**config.mk**
```make
export PLATFORM = sky130hd
export DESIGN_NAME = three_class_priority_queue_flat
export DESIGN_NICKNAME = d
export VERILOG_FILES = /design/src/rtl/tcpq_pkg.sv /design/src/rtl/tcpq_if.sv /design/src/rtl/tcpq_datapath.sv /design/src/rtl/tcpq_ctrl.sv /design/src/rtl/three_class_priority_queue.sv /design/src/flat_wrapper.sv
export SDC_FILE = /design/constraint.sdc
export NUM_CORES = 1
export LEC_CHECK = 0
export BUFFER_PORTS_ARGS = -buffer_cell sky130_fd_sc_hd__buf_4
export CAP_MARGIN = 0
export CORE_MARGIN = 1
export CORE_UTILIZATION = 57
export DETAILED_ROUTE_END_ITERATION = 8
export PLACE_DENSITY_LB_ADDON = 0.12
export SETUP_SLACK_MARGIN = 0.05
export SYNTH_ARGS = -nofsm -noshare
export SYNTH_HDL_FRONTEND = slang
export SYNTH_SLANG_ARGS = --single-unit
export TNS_END_PERCENT = 5
```
**constraint.sdc**
```tcl
create_clock -name clk_i -period 4.61 [get_ports clk_i]
set_input_delay 0.2305 -clock clk_i [delete_from_list [all_inputs] [get_ports clk_i]]
set_output_delay 0.2305 -clock clk_i [all_outputs]
set_load 0.02 [all_outputs]
```
**src/rtl/tcpq_pkg.sv**
```systemverilog
package tcpq_pkg;

  // Storage geometry.
  localparam int QueueDepth = 16;
  localparam int IdxW       = $clog2(QueueDepth);
  localparam int CountW     = $clog2(QueueDepth + 1);

  // Fixed field widths of the channels.
  localparam int OpW    = 2;
  localparam int IdW    = 16;
  localparam int ClsW   = 2;
  localparam int PosW   = 5;
  localparam int StatW  = 2;
  localparam int OccW   = 5;
  localparam int CmpW   = (CountW > PosW) ? CountW : PosW;

  // Operation codes.
  localparam logic [OpW-1:0] OP_INSERT   = 2'd0;
  localparam logic [OpW-1:0] OP_DISPATCH = 2'd1;
  localparam logic [OpW-1:0] OP_MODIFY   = 2'd2;

  // Result status codes.
  localparam logic [StatW-1:0] ST_OK     = 2'd0;
  localparam logic [StatW-1:0] ST_FULL   = 2'd1;
  localparam logic [StatW-1:0] ST_EMPTY  = 2'd2;
  localparam logic [StatW-1:0] ST_BADPOS = 2'd3;

  // One stored queue entry.
  typedef struct packed {
    logic [ClsW-1:0] cls;
    logic [IdW-1:0]  id;
  } entry_t;

  // Commands from the controller to the datapath.
  typedef struct packed {
    logic             capture;
    logic             place_new;
    logic             place_mod;
    logic             take_head;
    logic             take_pos;
    logic             write_res;
    logic             res_disp;
    logic [StatW-1:0] res_status;
  } cmd_t;

  // Status from the datapath to the controller.
  typedef struct packed {
    logic [OpW-1:0] op;
    logic           full;
    logic           empty;
    logic           pos_ok;
    logic           out_free;
  } stat_t;

endpackage

```
**src/rtl/tcpq_if.sv**
```systemverilog
// Request channel: one queue operation per item.
interface tcpq_req_if import tcpq_pkg::*; ();
  logic            valid;
  logic            ready;
  logic [OpW-1:0]  opcode;
  logic [IdW-1:0]  entry_id;
  logic [ClsW-1:0] priority_class;
  logic [PosW-1:0] position;

  modport source (output valid, opcode, entry_id, priority_class, position, input ready);
  modport sink   (input valid, opcode, entry_id, priority_class, position, output ready);
endinterface

// Response channel: one result item per request.
interface tcpq_rsp_if import tcpq_pkg::*; ();
  logic             valid;
  logic             ready;
  logic             out_valid;
  logic [IdW-1:0]   out_id;
  logic [ClsW-1:0]  out_class;
  logic [StatW-1:0] status;
  logic [OccW-1:0]  occupancy;

  modport source (output valid, out_valid, out_id, out_class, status, occupancy, input ready);
  modport sink   (input valid, out_valid, out_id, out_class, status, occupancy, output ready);
endinterface

```
**src/rtl/tcpq_datapath.sv**
```systemverilog
module tcpq_datapath import tcpq_pkg::*; (
  input  logic             clk_i,
  input  logic             rst_ni,
  input  logic [OpW-1:0]   opcode_i,
  input  logic [IdW-1:0]   entry_id_i,
  input  logic [ClsW-1:0]  priority_class_i,
  input  logic [PosW-1:0]  position_i,
  input  logic             rsp_ready_i,
  input  cmd_t             cmd_i,
  output stat_t            stat_o,
  output logic             rsp_valid_o,
  output logic             out_valid_o,
  output logic [IdW-1:0]   out_id_o,
  output logic [ClsW-1:0]  out_class_o,
  output logic [StatW-1:0] status_o,
  output logic [OccW-1:0]  occupancy_o
);

  entry_t                slots_q [QueueDepth];
  entry_t                slots_d [QueueDepth];
  logic [CountW-1:0]     count_q, count_d;
  logic [OpW-1:0]        op_q;
  logic [IdW-1:0]        id_q;
  logic [ClsW-1:0]       cls_q;
  logic [PosW-1:0]       pos_q;
  logic [IdW-1:0]        mod_id_q;
  logic [QueueDepth-1:0] keep;
  logic [IdxW-1:0]       pos_idx, take_idx;
  entry_t                place_e;
  logic                  rsp_valid_q;
  logic                  res_vld_q;
  logic [IdW-1:0]        res_id_q;
  logic [ClsW-1:0]       res_cls_q;
  logic [StatW-1:0]      res_stat_q;
  logic [OccW-1:0]       res_occ_q;

  // Request register, loaded when the controller accepts an item.
  always_ff @(posedge clk_i) begin
    if (cmd_i.capture) begin
      op_q  <= opcode_i;
      id_q  <= entry_id_i;
      cls_q <= priority_class_i;
      pos_q <= position_i;
    end
  end

  // Position of the entry to remove, as a 0-based slot index.
  assign pos_idx  = IdxW'(pos_q - PosW'(1));
  assign take_idx = cmd_i.take_head ? '0 : pos_idx;

  // Entry to place: a fresh insert or the held entry with its new class.
  assign place_e = cmd_i.place_new ? entry_t'{cls: cls_q, id: id_q}
                                   : entry_t'{cls: cls_q, id: mod_id_q};

  // Each slot decides whether it stays ahead of the new entry.
  always_comb begin
    for (int i = 0; i < QueueDepth; i++) begin
      keep[i] = (CountW'(i) < count_q) && (slots_q[i].cls <= place_e.cls);
    end
  end

  // Per-slot shift: open a gap for a placement, or close one for a removal.
  always_comb begin
    slots_d = slots_q;
    count_d = count_q;
    if (cmd_i.place_new || cmd_i.place_mod) begin
      slots_d[0] = keep[0] ? slots_q[0] : place_e;
      for (int i = 1; i < QueueDepth; i++) begin
        if (keep[i]) begin
          slots_d[i] = slots_q[i];
        end else if (keep[i-1]) begin
          slots_d[i] = place_e;
        end else begin
          slots_d[i] = slots_q[i-1];
        end
      end
      count_d = count_q + CountW'(1);
    end else if (cmd_i.take_head || cmd_i.take_pos) begin
      for (int i = 0; i < QueueDepth - 1; i++) begin
        slots_d[i] = (IdxW'(i) < take_idx) ? slots_q[i] : slots_q[i+1];
      end
      count_d = count_q - CountW'(1);
    end
  end

  // Slot storage holds no reset; only slots below the count are read.
  always_ff @(posedge clk_i) begin
    slots_q <= slots_d;
    if (cmd_i.take_pos) begin
      mod_id_q <= slots_q[take_idx].id;
    end
  end

  always_ff @(posedge clk_i or negedge rst_ni) begin
    if (!rst_ni) begin
      count_q <= '0;
    end else begin
      count_q <= count_d;
    end
  end

  // Result register with its handshake flag.
  always_ff @(posedge clk_i or negedge rst_ni) begin
    if (!rst_ni) begin
      rsp_valid_q <= 1'b0;
    end else if (cmd_i.write_res) begin
      rsp_valid_q <= 1'b1;
    end else if (rsp_ready_i) begin
      rsp_valid_q <= 1'b0;
    end
  end

  always_ff @(posedge clk_i) begin
    if (cmd_i.write_res) begin
      res_vld_q  <= cmd_i.res_disp;
      res_id_q   <= cmd_i.res_disp ? slots_q[0].id : '0;
      res_cls_q  <= cmd_i.res_disp ? slots_q[0].cls : '0;
      res_stat_q <= cmd_i.res_status;
      res_occ_q  <= OccW'(count_d);
    end
  end

  // Status toward the controller.
  assign stat_o.op       = op_q;
  assign stat_o.full     = (count_q == CountW'(QueueDepth));
  assign stat_o.empty    = (count_q == '0);
  assign stat_o.pos_ok   = (pos_q != '0) && (CmpW'(pos_q) <= CmpW'(count_q));
  assign stat_o.out_free = !rsp_valid_q || rsp_ready_i;

  assign rsp_valid_o = rsp_valid_q;
  assign out_valid_o = res_vld_q;
  assign out_id_o    = res_id_q;
  assign out_class_o = res_cls_q;
  assign status_o    = res_stat_q;
  assign occupancy_o = res_occ_q;

endmodule

```
**src/rtl/tcpq_ctrl.sv**
```systemverilog
module tcpq_ctrl import tcpq_pkg::*; (
  input  logic  clk_i,
  input  logic  rst_ni,
  input  logic  req_valid_i,
  output logic  req_ready_o,
  input  stat_t stat_i,
  output cmd_t  cmd_o
);

  localparam logic [1:0] S_IDLE  = 2'd0;
  localparam logic [1:0] S_EXEC  = 2'd1;
  localparam logic [1:0] S_REINS = 2'd2;

  logic [1:0] state_q, state_d;

  always_ff @(posedge clk_i or negedge rst_ni) begin
    if (!rst_ni) begin
      state_q <= S_IDLE;
    end else begin
      state_q <= state_d;
    end
  end

  // Sequence each operation; results wait until the result register is free.
  always_comb begin
    state_d     = state_q;
    cmd_o       = '0;
    req_ready_o = 1'b0;
    case (state_q)
      S_IDLE: begin
        req_ready_o = 1'b1;
        if (req_valid_i) begin
          cmd_o.capture = 1'b1;
          state_d       = S_EXEC;
        end
      end
      S_EXEC: begin
        if ((stat_i.op == OP_MODIFY) && stat_i.pos_ok) begin
          // First half of a modify: pull the entry out of the queue.
          cmd_o.take_pos = 1'b1;
          state_d        = S_REINS;
        end else if (stat_i.out_free) begin
          cmd_o.write_res  = 1'b1;
          cmd_o.res_status = ST_OK;
          case (stat_i.op)
            OP_INSERT: begin
              if (stat_i.full) begin
                cmd_o.res_status = ST_FULL;
              end else begin
                cmd_o.place_new = 1'b1;
              end
            end
            OP_DISPATCH: begin
              if (stat_i.empty) begin
                cmd_o.res_status = ST_EMPTY;
              end else begin
                cmd_o.take_head = 1'b1;
                cmd_o.res_disp  = 1'b1;
              end
            end
            OP_MODIFY: begin
              cmd_o.res_status = ST_BADPOS;
            end
            default: begin
              cmd_o.res_status = ST_OK;
            end
          endcase
          state_d = S_IDLE;
        end
      end
      S_REINS: begin
        // Second half of a modify: place the held entry under its new class.
        if (stat_i.out_free) begin
          cmd_o.place_mod  = 1'b1;
          cmd_o.write_res  = 1'b1;
          cmd_o.res_status = ST_OK;
          state_d          = S_IDLE;
        end
      end
      default: begin
        state_d = S_IDLE;
      end
    endcase
  end

endmodule

```
**src/rtl/three_class_priority_queue.sv**
```systemverilog
// Ordered queue of up to 16 entries, each an identifier and a class
// (0 highest, 2 lowest). Requests arrive on the req channel and every
// request yields exactly one item on the rsp channel, both valid/ready.
// Insert places the entry behind all entries of equal or higher class;
// dispatch removes the head and returns it; modify removes the entry at a
// 1-based position and reinserts it with a new class. Errors (full,
// empty, bad position) are reported in status and leave the queue alone.
// A request passes through the request register and then an execute step
// that writes the result and shifts the slot array; a modify that hits a
// valid position adds a reinsert step. Result writes wait while the result
// register is occupied, and the slot array moves at most one step per cycle.
// Reset empties the queue at once; slot contents are not cleared.
// When the receiver stalls, the result register holds its item, the block
// still accepts one more request and holds it until the result register
// frees.
module three_class_priority_queue import tcpq_pkg::*; (
  input logic        clk_i,
  input logic        rst_ni,
  tcpq_req_if.sink   req,
  tcpq_rsp_if.source rsp
);

  cmd_t  cmd;
  stat_t stat;

  tcpq_ctrl u_ctrl (
    .clk_i       (clk_i),
    .rst_ni      (rst_ni),
    .req_valid_i (req.valid),
    .req_ready_o (req.ready),
    .stat_i      (stat),
    .cmd_o       (cmd)
  );

  tcpq_datapath u_datapath (
    .clk_i            (clk_i),
    .rst_ni           (rst_ni),
    .opcode_i         (req.opcode),
    .entry_id_i       (req.entry_id),
    .priority_class_i (req.priority_class),
    .position_i       (req.position),
    .rsp_ready_i      (rsp.ready),
    .cmd_i            (cmd),
    .stat_o           (stat),
    .rsp_valid_o      (rsp.valid),
    .out_valid_o      (rsp.out_valid),
    .out_id_o         (rsp.out_id),
    .out_class_o      (rsp.out_class),
    .status_o         (rsp.status),
    .occupancy_o      (rsp.occupancy)
  );

  // The reported occupancy never exceeds the queue depth.
  assert property (@(posedge clk_i) disable iff (!rst_ni)
    rsp.valid |-> (OccW'(rsp.occupancy) <= OccW'(QueueDepth)))
    else $error("occupancy above queue depth");

  // A returned entry always comes with an ok status.
  assert property (@(posedge clk_i) disable iff (!rst_ni)
    (rsp.valid && rsp.out_valid) |-> (rsp.status == ST_OK))
    else $error("dispatched entry with error status");

  // Results that carry no entry report zero identifier and class.
  assert property (@(posedge clk_i) disable iff (!rst_ni)
    (rsp.valid && !rsp.out_valid) |-> ((rsp.out_id == '0) && (rsp.out_class == '0)))
    else $error("non-dispatch result carries entry data");

  // One request at a time: no accept in the cycle after an accept.
  assert property (@(posedge clk_i) disable iff (!rst_ni)
    (req.valid && req.ready) |=> !req.ready)
    else $error("request accepted while another is in work");

  // A placement never happens while the queue is full.
  assert property (@(posedge clk_i) disable iff (!rst_ni)
    (cmd.place_new || cmd.place_mod) |-> !stat.full)
    else $error("placement into a full queue");

endmodule
```
**src/flat_wrapper.sv**
```systemverilog
// flat-port wrapper written by rule: the top's interface ports become plain ports
module three_class_priority_queue_flat import tcpq_pkg::*;
  (clk_i, rst_ni, req_valid, req_opcode, req_entry_id, req_priority_class, req_position, req_ready, rsp_valid, rsp_out_valid, rsp_out_id, rsp_out_class, rsp_status, rsp_occupancy, rsp_ready);
  tcpq_req_if req_i ();
  tcpq_rsp_if rsp_i ();
  input logic clk_i;
  input logic rst_ni;
  input wire logic [$bits(req_i.valid)-1:0] req_valid;
  input wire logic [$bits(req_i.opcode)-1:0] req_opcode;
  input wire logic [$bits(req_i.entry_id)-1:0] req_entry_id;
  input wire logic [$bits(req_i.priority_class)-1:0] req_priority_class;
  input wire logic [$bits(req_i.position)-1:0] req_position;
  output wire logic [$bits(req_i.ready)-1:0] req_ready;
  output wire logic [$bits(rsp_i.valid)-1:0] rsp_valid;
  output wire logic [$bits(rsp_i.out_valid)-1:0] rsp_out_valid;
  output wire logic [$bits(rsp_i.out_id)-1:0] rsp_out_id;
  output wire logic [$bits(rsp_i.out_class)-1:0] rsp_out_class;
  output wire logic [$bits(rsp_i.status)-1:0] rsp_status;
  output wire logic [$bits(rsp_i.occupancy)-1:0] rsp_occupancy;
  input wire logic [$bits(rsp_i.ready)-1:0] rsp_ready;
  assign req_i.valid = req_valid;
  assign req_i.opcode = req_opcode;
  assign req_i.entry_id = req_entry_id;
  assign req_i.priority_class = req_priority_class;
  assign req_i.position = req_position;
  assign req_ready = req_i.ready;
  assign rsp_valid = rsp_i.valid;
  assign rsp_out_valid = rsp_i.out_valid;
  assign rsp_out_id = rsp_i.out_id;
  assign rsp_out_class = rsp_i.out_class;
  assign rsp_status = rsp_i.status;
  assign rsp_occupancy = rsp_i.occupancy;
  assign rsp_i.ready = rsp_ready;
  three_class_priority_queue u_core (.clk_i(clk_i), .rst_ni(rst_ni), .req(req_i), .rsp(rsp_i));
endmodule
```
# After elaboration in Yosys (flattened, before gate mapping)
# Index checks and enable logic that the tools add are counted.
[totals]
ff_bits = 363
in_bits = 29
[classes]
addsub = 3
order_cmp = 49
eq_ne = 36
muxes = 83
bitwise = 4
reduce_logical = 45
[ops]
columns = ["operator", "n"]
rows = [
  ["18-bit 2-to-1 mux", 45],
  ["270-bit 2-to-1 mux", 2],
  ["18-bit binary-select mux with 4-bit select", 1],
  ["2-bit inequality test (second input constant)", 31],
  ["16-bit 2-to-1 mux", 3],
  ["3-bit AND reduction", 15],
  ["4-bit by 5-bit < comparator with 1-bit output (first input constant)", 8],
  ["2-bit less-or-equal comparator", 16],
  ["4-bit < comparator (first input constant)", 7],
  ["3-bit by 5-bit < comparator with 1-bit output (first input constant)", 4],
  ["1-bit 2-to-1 mux", 19],
  ["1-bit logical AND", 18],
  ["3-bit by 4-bit < comparator with 1-bit output (first input constant)", 4],
  ["4-bit 2-to-1 mux", 3],
  ["2-bit case mux with 3 select lines", 2],
  ["1-bit by 5-bit < comparator with 1-bit output (first input constant)", 2],
  ["2-bit by 5-bit < comparator with 1-bit output (first input constant)", 2],
  ["2-bit 2-to-1 mux", 5],
  ["5-bit 2-to-1 mux", 2],
  ["1-bit by 4-bit < comparator with 1-bit output (first input constant)", 2],
  ["2-bit by 4-bit < comparator with 1-bit output (first input constant)", 2],
  ["5-bit by 1-bit adder with 5-bit output (second input constant)", 1],
  ["5-bit == test (second input constant)", 1],
  ["5-bit greater-or-equal comparator (second input constant)", 1],
  ["other kinds (16)", 24],
]

# Logic depth before layout (Yosys ltp)
[depth]
depth_word = 11
mapped_depth = 12

# Modules after synthesis
# Synthesis repeated with hierarchy kept, for this count alone.
[hier_totals]
hier_cells = 1983
area_unflattened_um2 = 20741.1
[modules_own_cells]
columns = ["module", "instances", "cells_each", "area_each_um2", "seq_area_each_um2"]
rows = [
  ["tcpq_datapath", 1, 1949, 20470.9, 10810.4],
  ["tcpq_ctrl", 1, 34, 270.3, 50.0],
]

# Least setup slack after synthesis
# OpenSTA, ideal clock, no wires.
[synth_path]
path_kind = "register to register"
start = "reg u_core.u_datapath.pos_q[0]"
end = "reg u_core.u_datapath.slots_q[234] (netlist bit), enable pin"
t_arrival_ps = 3947
required_time_ps = 4192
path_slack_ps = 245
path_stages_with_launch = 11
path_cell_list = "edfxtp_1 > buf_2 > clkinv_1 > clkbuf_1 > ha_1 > clkbuf_1 > clkbuf_1 > buf_1 > or3_1 > o21ai_0 > o21ai_0"
[synth_between]
elab_chain_cells = 9
[synth_lines]
columns = ["item", "line", "text"]
rows = [
  ["start, declared", "tcpq_datapath.sv:25", "logic [PosW-1:0] pos_q;"],
  ["start signal, assigned", "tcpq_datapath.sv:43", "pos_q <= position_i;"],
  ["5-bit less-or-equal comparator or 5-bit nonzero test (tied branches)", "tcpq_datapath.sv:127", "assign stat_o.pos_ok = (pos_q != '0) && (CmpW'(pos_q) <= CmpW'(count_q));"],
  ["1-bit logical AND", "tcpq_datapath.sv:127", ""],
  ["1-bit logical AND", "tcpq_ctrl.sv:38", "if ((stat_i.op == OP_MODIFY) && stat_i.pos_ok) begin"],
  ["1-bit 2-to-1 mux", "tcpq_ctrl.sv:38", ""],
  ["2-bit 2-to-1 mux", "tcpq_ctrl.sv:29", "case (state_q)"],
  ["4-bit 2-to-1 mux", "tcpq_datapath.sv:49", "assign take_idx = cmd_i.take_head ? '0 : pos_idx;"],
  ["2-bit by 4-bit < comparator with 1-bit output", "tcpq_datapath.sv:80", "slots_d[i] = (IdxW'(i) < take_idx) ? slots_q[i] : slots_q[i+1];"],
  ["2-bit inequality test (no line)", "n/a", ""],
  ["3-bit AND reduction (no line) *", "n/a", ""],
  ["end signal, assigned", "tcpq_datapath.sv:88", "slots_q <= slots_d;"],
  ["end, declared", "tcpq_datapath.sv:19", "entry_t slots_q [QueueDepth];"],
]
# Every way passes the cells marked *; elsewhere a longest branch is shown, timed or not.
# A chain may end at the register's enable or synchronous reset.

# Worst setup path in the final report
[layout_path]
start = "reg u_core.u_datapath.count_q[1]"
end = "reg u_core.u_datapath.mod_id_q[8] (data pin)"
[layout_between]
elab_chain_cells = 11
[layout_lines]
columns = ["item", "line", "text"]
rows = [
  ["start, declared", "tcpq_datapath.sv:21", "logic [CountW-1:0] count_q, count_d;"],
  ["start signal, assigned", "tcpq_datapath.sv:98", "count_q <= count_d;"],
  ["parallel branches: the longest is 4 deep, another holds 5-bit less-or-equal comparator", "n/a", ""],
  ["1-bit 2-to-1 mux *", "tcpq_ctrl.sv:38", ""],
  ["2-bit 2-to-1 mux *", "tcpq_ctrl.sv:29", ""],
  ["4-bit 2-to-1 mux *", "tcpq_datapath.sv:49", ""],
  ["4-bit inverter with 5-bit output (implied by the code) *", "tcpq_datapath.sv:90", "mod_id_q <= slots_q[take_idx].id;"],
  ["18-bit binary-select mux with 4-bit select *", "tcpq_datapath.sv:90", ""],
  ["16-bit 2-to-1 mux (implied by the code) * (2 in a row)", "tcpq_datapath.sv:90", ""],
  ["end signal, assigned", "tcpq_datapath.sv:90", ""],
  ["end, declared", "tcpq_datapath.sv:26", "logic [IdW-1:0] mod_id_q;"],
]
# Mark *: on every way between the ends. The select of a mux whose other input is x is not followed.

==> results by group <==
Yosys
  – Synth Instances: 2179
  – Largest family of logic cells by synthesized area: compound AO/OA/AOI/OAI gates
  – Post-synthesis xor/xnor area fraction: 0.00300
  – YS warnings: 0
  – Syn_nets: 2254
  – Post-synth ARST share: 0.0220
  – Synthesized area per cell: about 9.4 sq um
  – Most used DFF post-synth: edfxtp_1
  – Post-synth cell types: between 60 and 70
  – Synthesized flop and latch total: approximately 360
  – Largest area contributor in the synthesized netlist: edfxtp_1
  – Post-synthesis adder-cell area fraction: 0.0281
  – Number of flops mapped to enable cells by yosys: 355
  – Multiplexer share of the synthesized area: 0.0558
  – Post-Synth Simple-Gate Area: 0.155
  – Share of the synthesized area in the top cell type: 0.521
  – Top cells by area, synth: edfxtp_1, nand2_1, a21oi_1
  – Synth Area in Compound Gates: 0.185
  – Seq/Total Area, Yosys: 0.531
  – Mapped cell area: approximately 0.02 sq mm

Drt
  – Initial DRC Count: 1885
  – Drt wl/cell: 24.4 um
  – Detail Route Antenna Nets: 0
  – Vias/cell: 6.40
  – Post-route DRC: 0
  – Vias: around 17000
  – Initial DRT Pass Iterations: 6
  – Post-Route WL: 65.9 mm

Clock network
  – Worst-path clk slew: 60 ps
  – # clock sinks: about 360
  – CTS H-Tree Depth: 2
  – CTS Buffer Depth: 3
  – Worst-skew pair later-pin latency: 570 ps
  – CTS Buf Count: 42
  – CTS root buf: clkbuf_16
  – CTS tree: built

Status
  – Status: complete, no violations

Global route
  – Largest net degree at the start of global routing: 154
  – Gr usage total: 0.365
  – Global-route wire length before repair: roughly 99 mm
  – Total grt overflow: 0
  – Vias in the first global route: 16359
  – Antenna violations before repair: 0

Floorplanning
  – Starting Density: 0.577
  – CORE AREA: 0.0355 sq mm
  – Row count: roughly 70
  – Die height: 191 um
  – Num ports: 57
  – Die width: around 190 um
  – Die area: between 0.03 and 0.04 sq mm

Timing
  – Final worst slack: 986 ps
  – FMAX: 0.276 GHz
  – RSZ-0062 raised after global routing: no
  – Tmin final: 3620 ps
  – Slew at the pin closest to its max-slew limit: between 1000 and 1500 ps
  – Fin Setup TNS: 0 ps
  – Final setup viols: 0
  – Final Max Slew Viols: 0
  – Tcrit/Tclk final: 0.786
  – Fin. Hold Viols: 0
  – Slew margin rel.: 0.191
  – Skew final: 22.5 ps

Placed design
  – Place WS: just over 1000 ps
  – Placed cell area: 0.0214 sq mm
  – Gpl congestion: 0.933
  – Placed insts: 2601
  – Number of port buffers: 56
  – Detailed Place HPWL: roughly 45 mm

Finish
  – Nets@finish: 2286
  – Post-route cell area: 0.0230 sq mm
  – Antenna Cells: 0
  – P&R area growth vs syn: 12.3%
  – Cell Count, Final, Fillers Out: 2703
  – FILL cells: roughly 2900
  – Layout cells sized above 1: 0.112

Worst setup path
  – Crit path to: u_core.u_datapath.mod_id_q[8]
  – Worst R2R Setup Slack: 990 ps
  – Critical Path Fanout Max: 36
  – R2R cell count: 10
  – CP top delay family: simple AND/OR/NAND/NOR gates
  – Crit. path cell count: 10
  – CP required: 4920 ps
  – CP arrival: about 3900 ps
  – Reg2reg end: u_core.u_datapath.mod_id_q[8]
  – Largest stage delay on the critical path: 540 ps
  – Worst path slowest cell: or4_1
  – Setup crit start kind: register
  – Crit Path Class: register to register
  – Crit. Startpoint: u_core.u_datapath.count_q[1]
  – CP cell instances: inv_1 -> ha_1 -> or4b_4 -> nand4_4 -> inv_4 -> nor2_4 -> buf_4 -> mux2i_1 -> o32ai_1 -> or4_1
  – Reg2reg start: u_core.u_datapath.count_q[1]
  – CP bufs+invs: 3
  – Crit. End Element: register

Power and ir drop
  – Leak: 8.87 nW
  – Tot Pwr: ~17 mW
  – P per Cell Area: between 700 and 800 mW/mm^2
  – Maximum VDD drop: 0.608 mV

Run
  – Max-cap viol count: 0

Min path
  – HP Class: primary input to asynchronous set/reset pin
==> power breakdown <==
part / switching [mW] / internal [mW] / total [mW]
logic: 5.09 / 2.42 / 7.51
clock network: 1.40 / 1.91 / 3.31
registers: 0.876 / 5.24 / 6.12
total: 7.36 / 9.58 / 16.9
==> cell type report <==
class                      count  area [sq um]  area share
tap                          461           577      0.0251
clock inverter                25           231      0.0101
sequential                   363         10900       0.473
clock buffer                  50          1090      0.0475
multi-input combinational   1622          8850       0.385
inverter                      31           119     0.00517
timing repair buffer         151          1250      0.0544
==> stage by stage <==
stage / util / hold slack [ps]
after floorplan: - / -65.1
after global placement: 0.603 / 64.6
after detailed placement: 0.603 / 66.4
after CTS: 0.648 / 25.0
after global routing: 0.648 / 37.9
final: 0.648 / 32.4
==> synth_stat cells (4+ instances only) <==
library cell	instances
o221ai_1	4
a21oi_1	276
dfrtp_1	8
buf_4	8
nor2_1	271
nor3_1	15
o31ai_1	4
edfxtp_1	355
o21ai_0	255
a211oi_1	6
buf_6	8
a22o_1	6
and2_1	20
o21ai_1	89
o22ai_1	39
nand3_1	7
or3_1	5
buf_2	18
nor2b_1	23
clkbuf_1	126
xnor2_1	6
ha_1	46
or4_1	14
mux4_2	7
inv_1	28
mux2i_2	10
nand3b_1	5
nand2_1	379
mux2_2	21
a22oi_1	6
mux2i_1	61
==> worst register-to-register path: stages, from the launching register on <==
cell and delay [ps]:
dfrtp_1 460, inv_1 240, ha_1 230, or4b_4 490
nand4_4 240, inv_4 240, nor2_4 190, buf_4 350
mux2i_1 270, o32ai_1 130, or4_1 540
==> cell usage in the layout (no fill, tap or decap), drive strengths merged, types with 14 or more instances in the layout <==
master	n
ha	46
nor2	272
clkinv	21
mux2	21
nor2b	23
or4	14
mux2i	71
a21oi	277
and2	20
edfxtp	355
clkbuf	50
dlygate4sd3	27
nand2	381
o21ai	344
buf	124
nor3	16
inv	29
o22ai	39
==> worst min-delay path by stage <==
stage               slack (ps)                            to  cells after the start   start
finish                      30      u_core.u_ctrl.state_q[1]                      2  rst_ni
global route                40      u_core.u_ctrl.state_q[1]                      2  rst_ni
floorplan                  -70      u_core.u_ctrl.state_q[0]                      0  rst_ni
detailed placement          70  u_core.u_datapath.count_q[2]                      1  rst_ni
global placement            60  u_core.u_datapath.count_q[4]                      1  rst_ni
CTS                         30      u_core.u_ctrl.state_q[1]                      2  rst_ni
==> registers in the layout, summed over array words and instances, names as in the netlist <==
signal and count:
u_core.u_datapath.rsp_valid_o 1, u_core.u_datapath.out_class_o 2, u_core.u_datapath.op_q 2, u_core.u_datapath.occupancy_o 5, u_core.u_datapath.out_valid_o 1, u_core.u_datapath.id_q 16, u_core.u_datapath.pos_q 5, u_core.u_datapath.slots_q 288
u_core.u_ctrl.state_q 2, u_core.u_datapath.cls_q 2, u_core.u_datapath.out_id_o 16, u_core.u_datapath.status_o 2, u_core.u_datapath.count_q 5, u_core.u_datapath.mod_id_q 16
==> routing by layer <==
metal / vias up / GRT usage / wire length (um) / share of wire
met5: - / 0 / 0 / 0
met4: 0 / 0.183 / 3390 / 0.051
met3: 191 / 0.0558 / 5200 / 0.079
met2: 908 / 0.586 / 31100 / 0.47
met1: 8322 / 0.482 / 26300 / 0.40
li1: 7891 / - / - / -
==> repair_timing <==
action,CTS,global route
endpoints found under the hold margin,34,0
gates resized for setup,0,0
endpoints found under the setup margin,0,0
hold buffers,27,0
buffers inserted,0,0
==> cells by family after synthesis <==
family                     Yosys count
and+or+nand+nor                    757
xor gates and xnor gates             7
buffers and inverters              194
muxes                               99
DFF                                363
AOI/OAI and AO/OA                  713
adders and majority gates           46
Note: power is estimated with default switching activity, not from simulation.
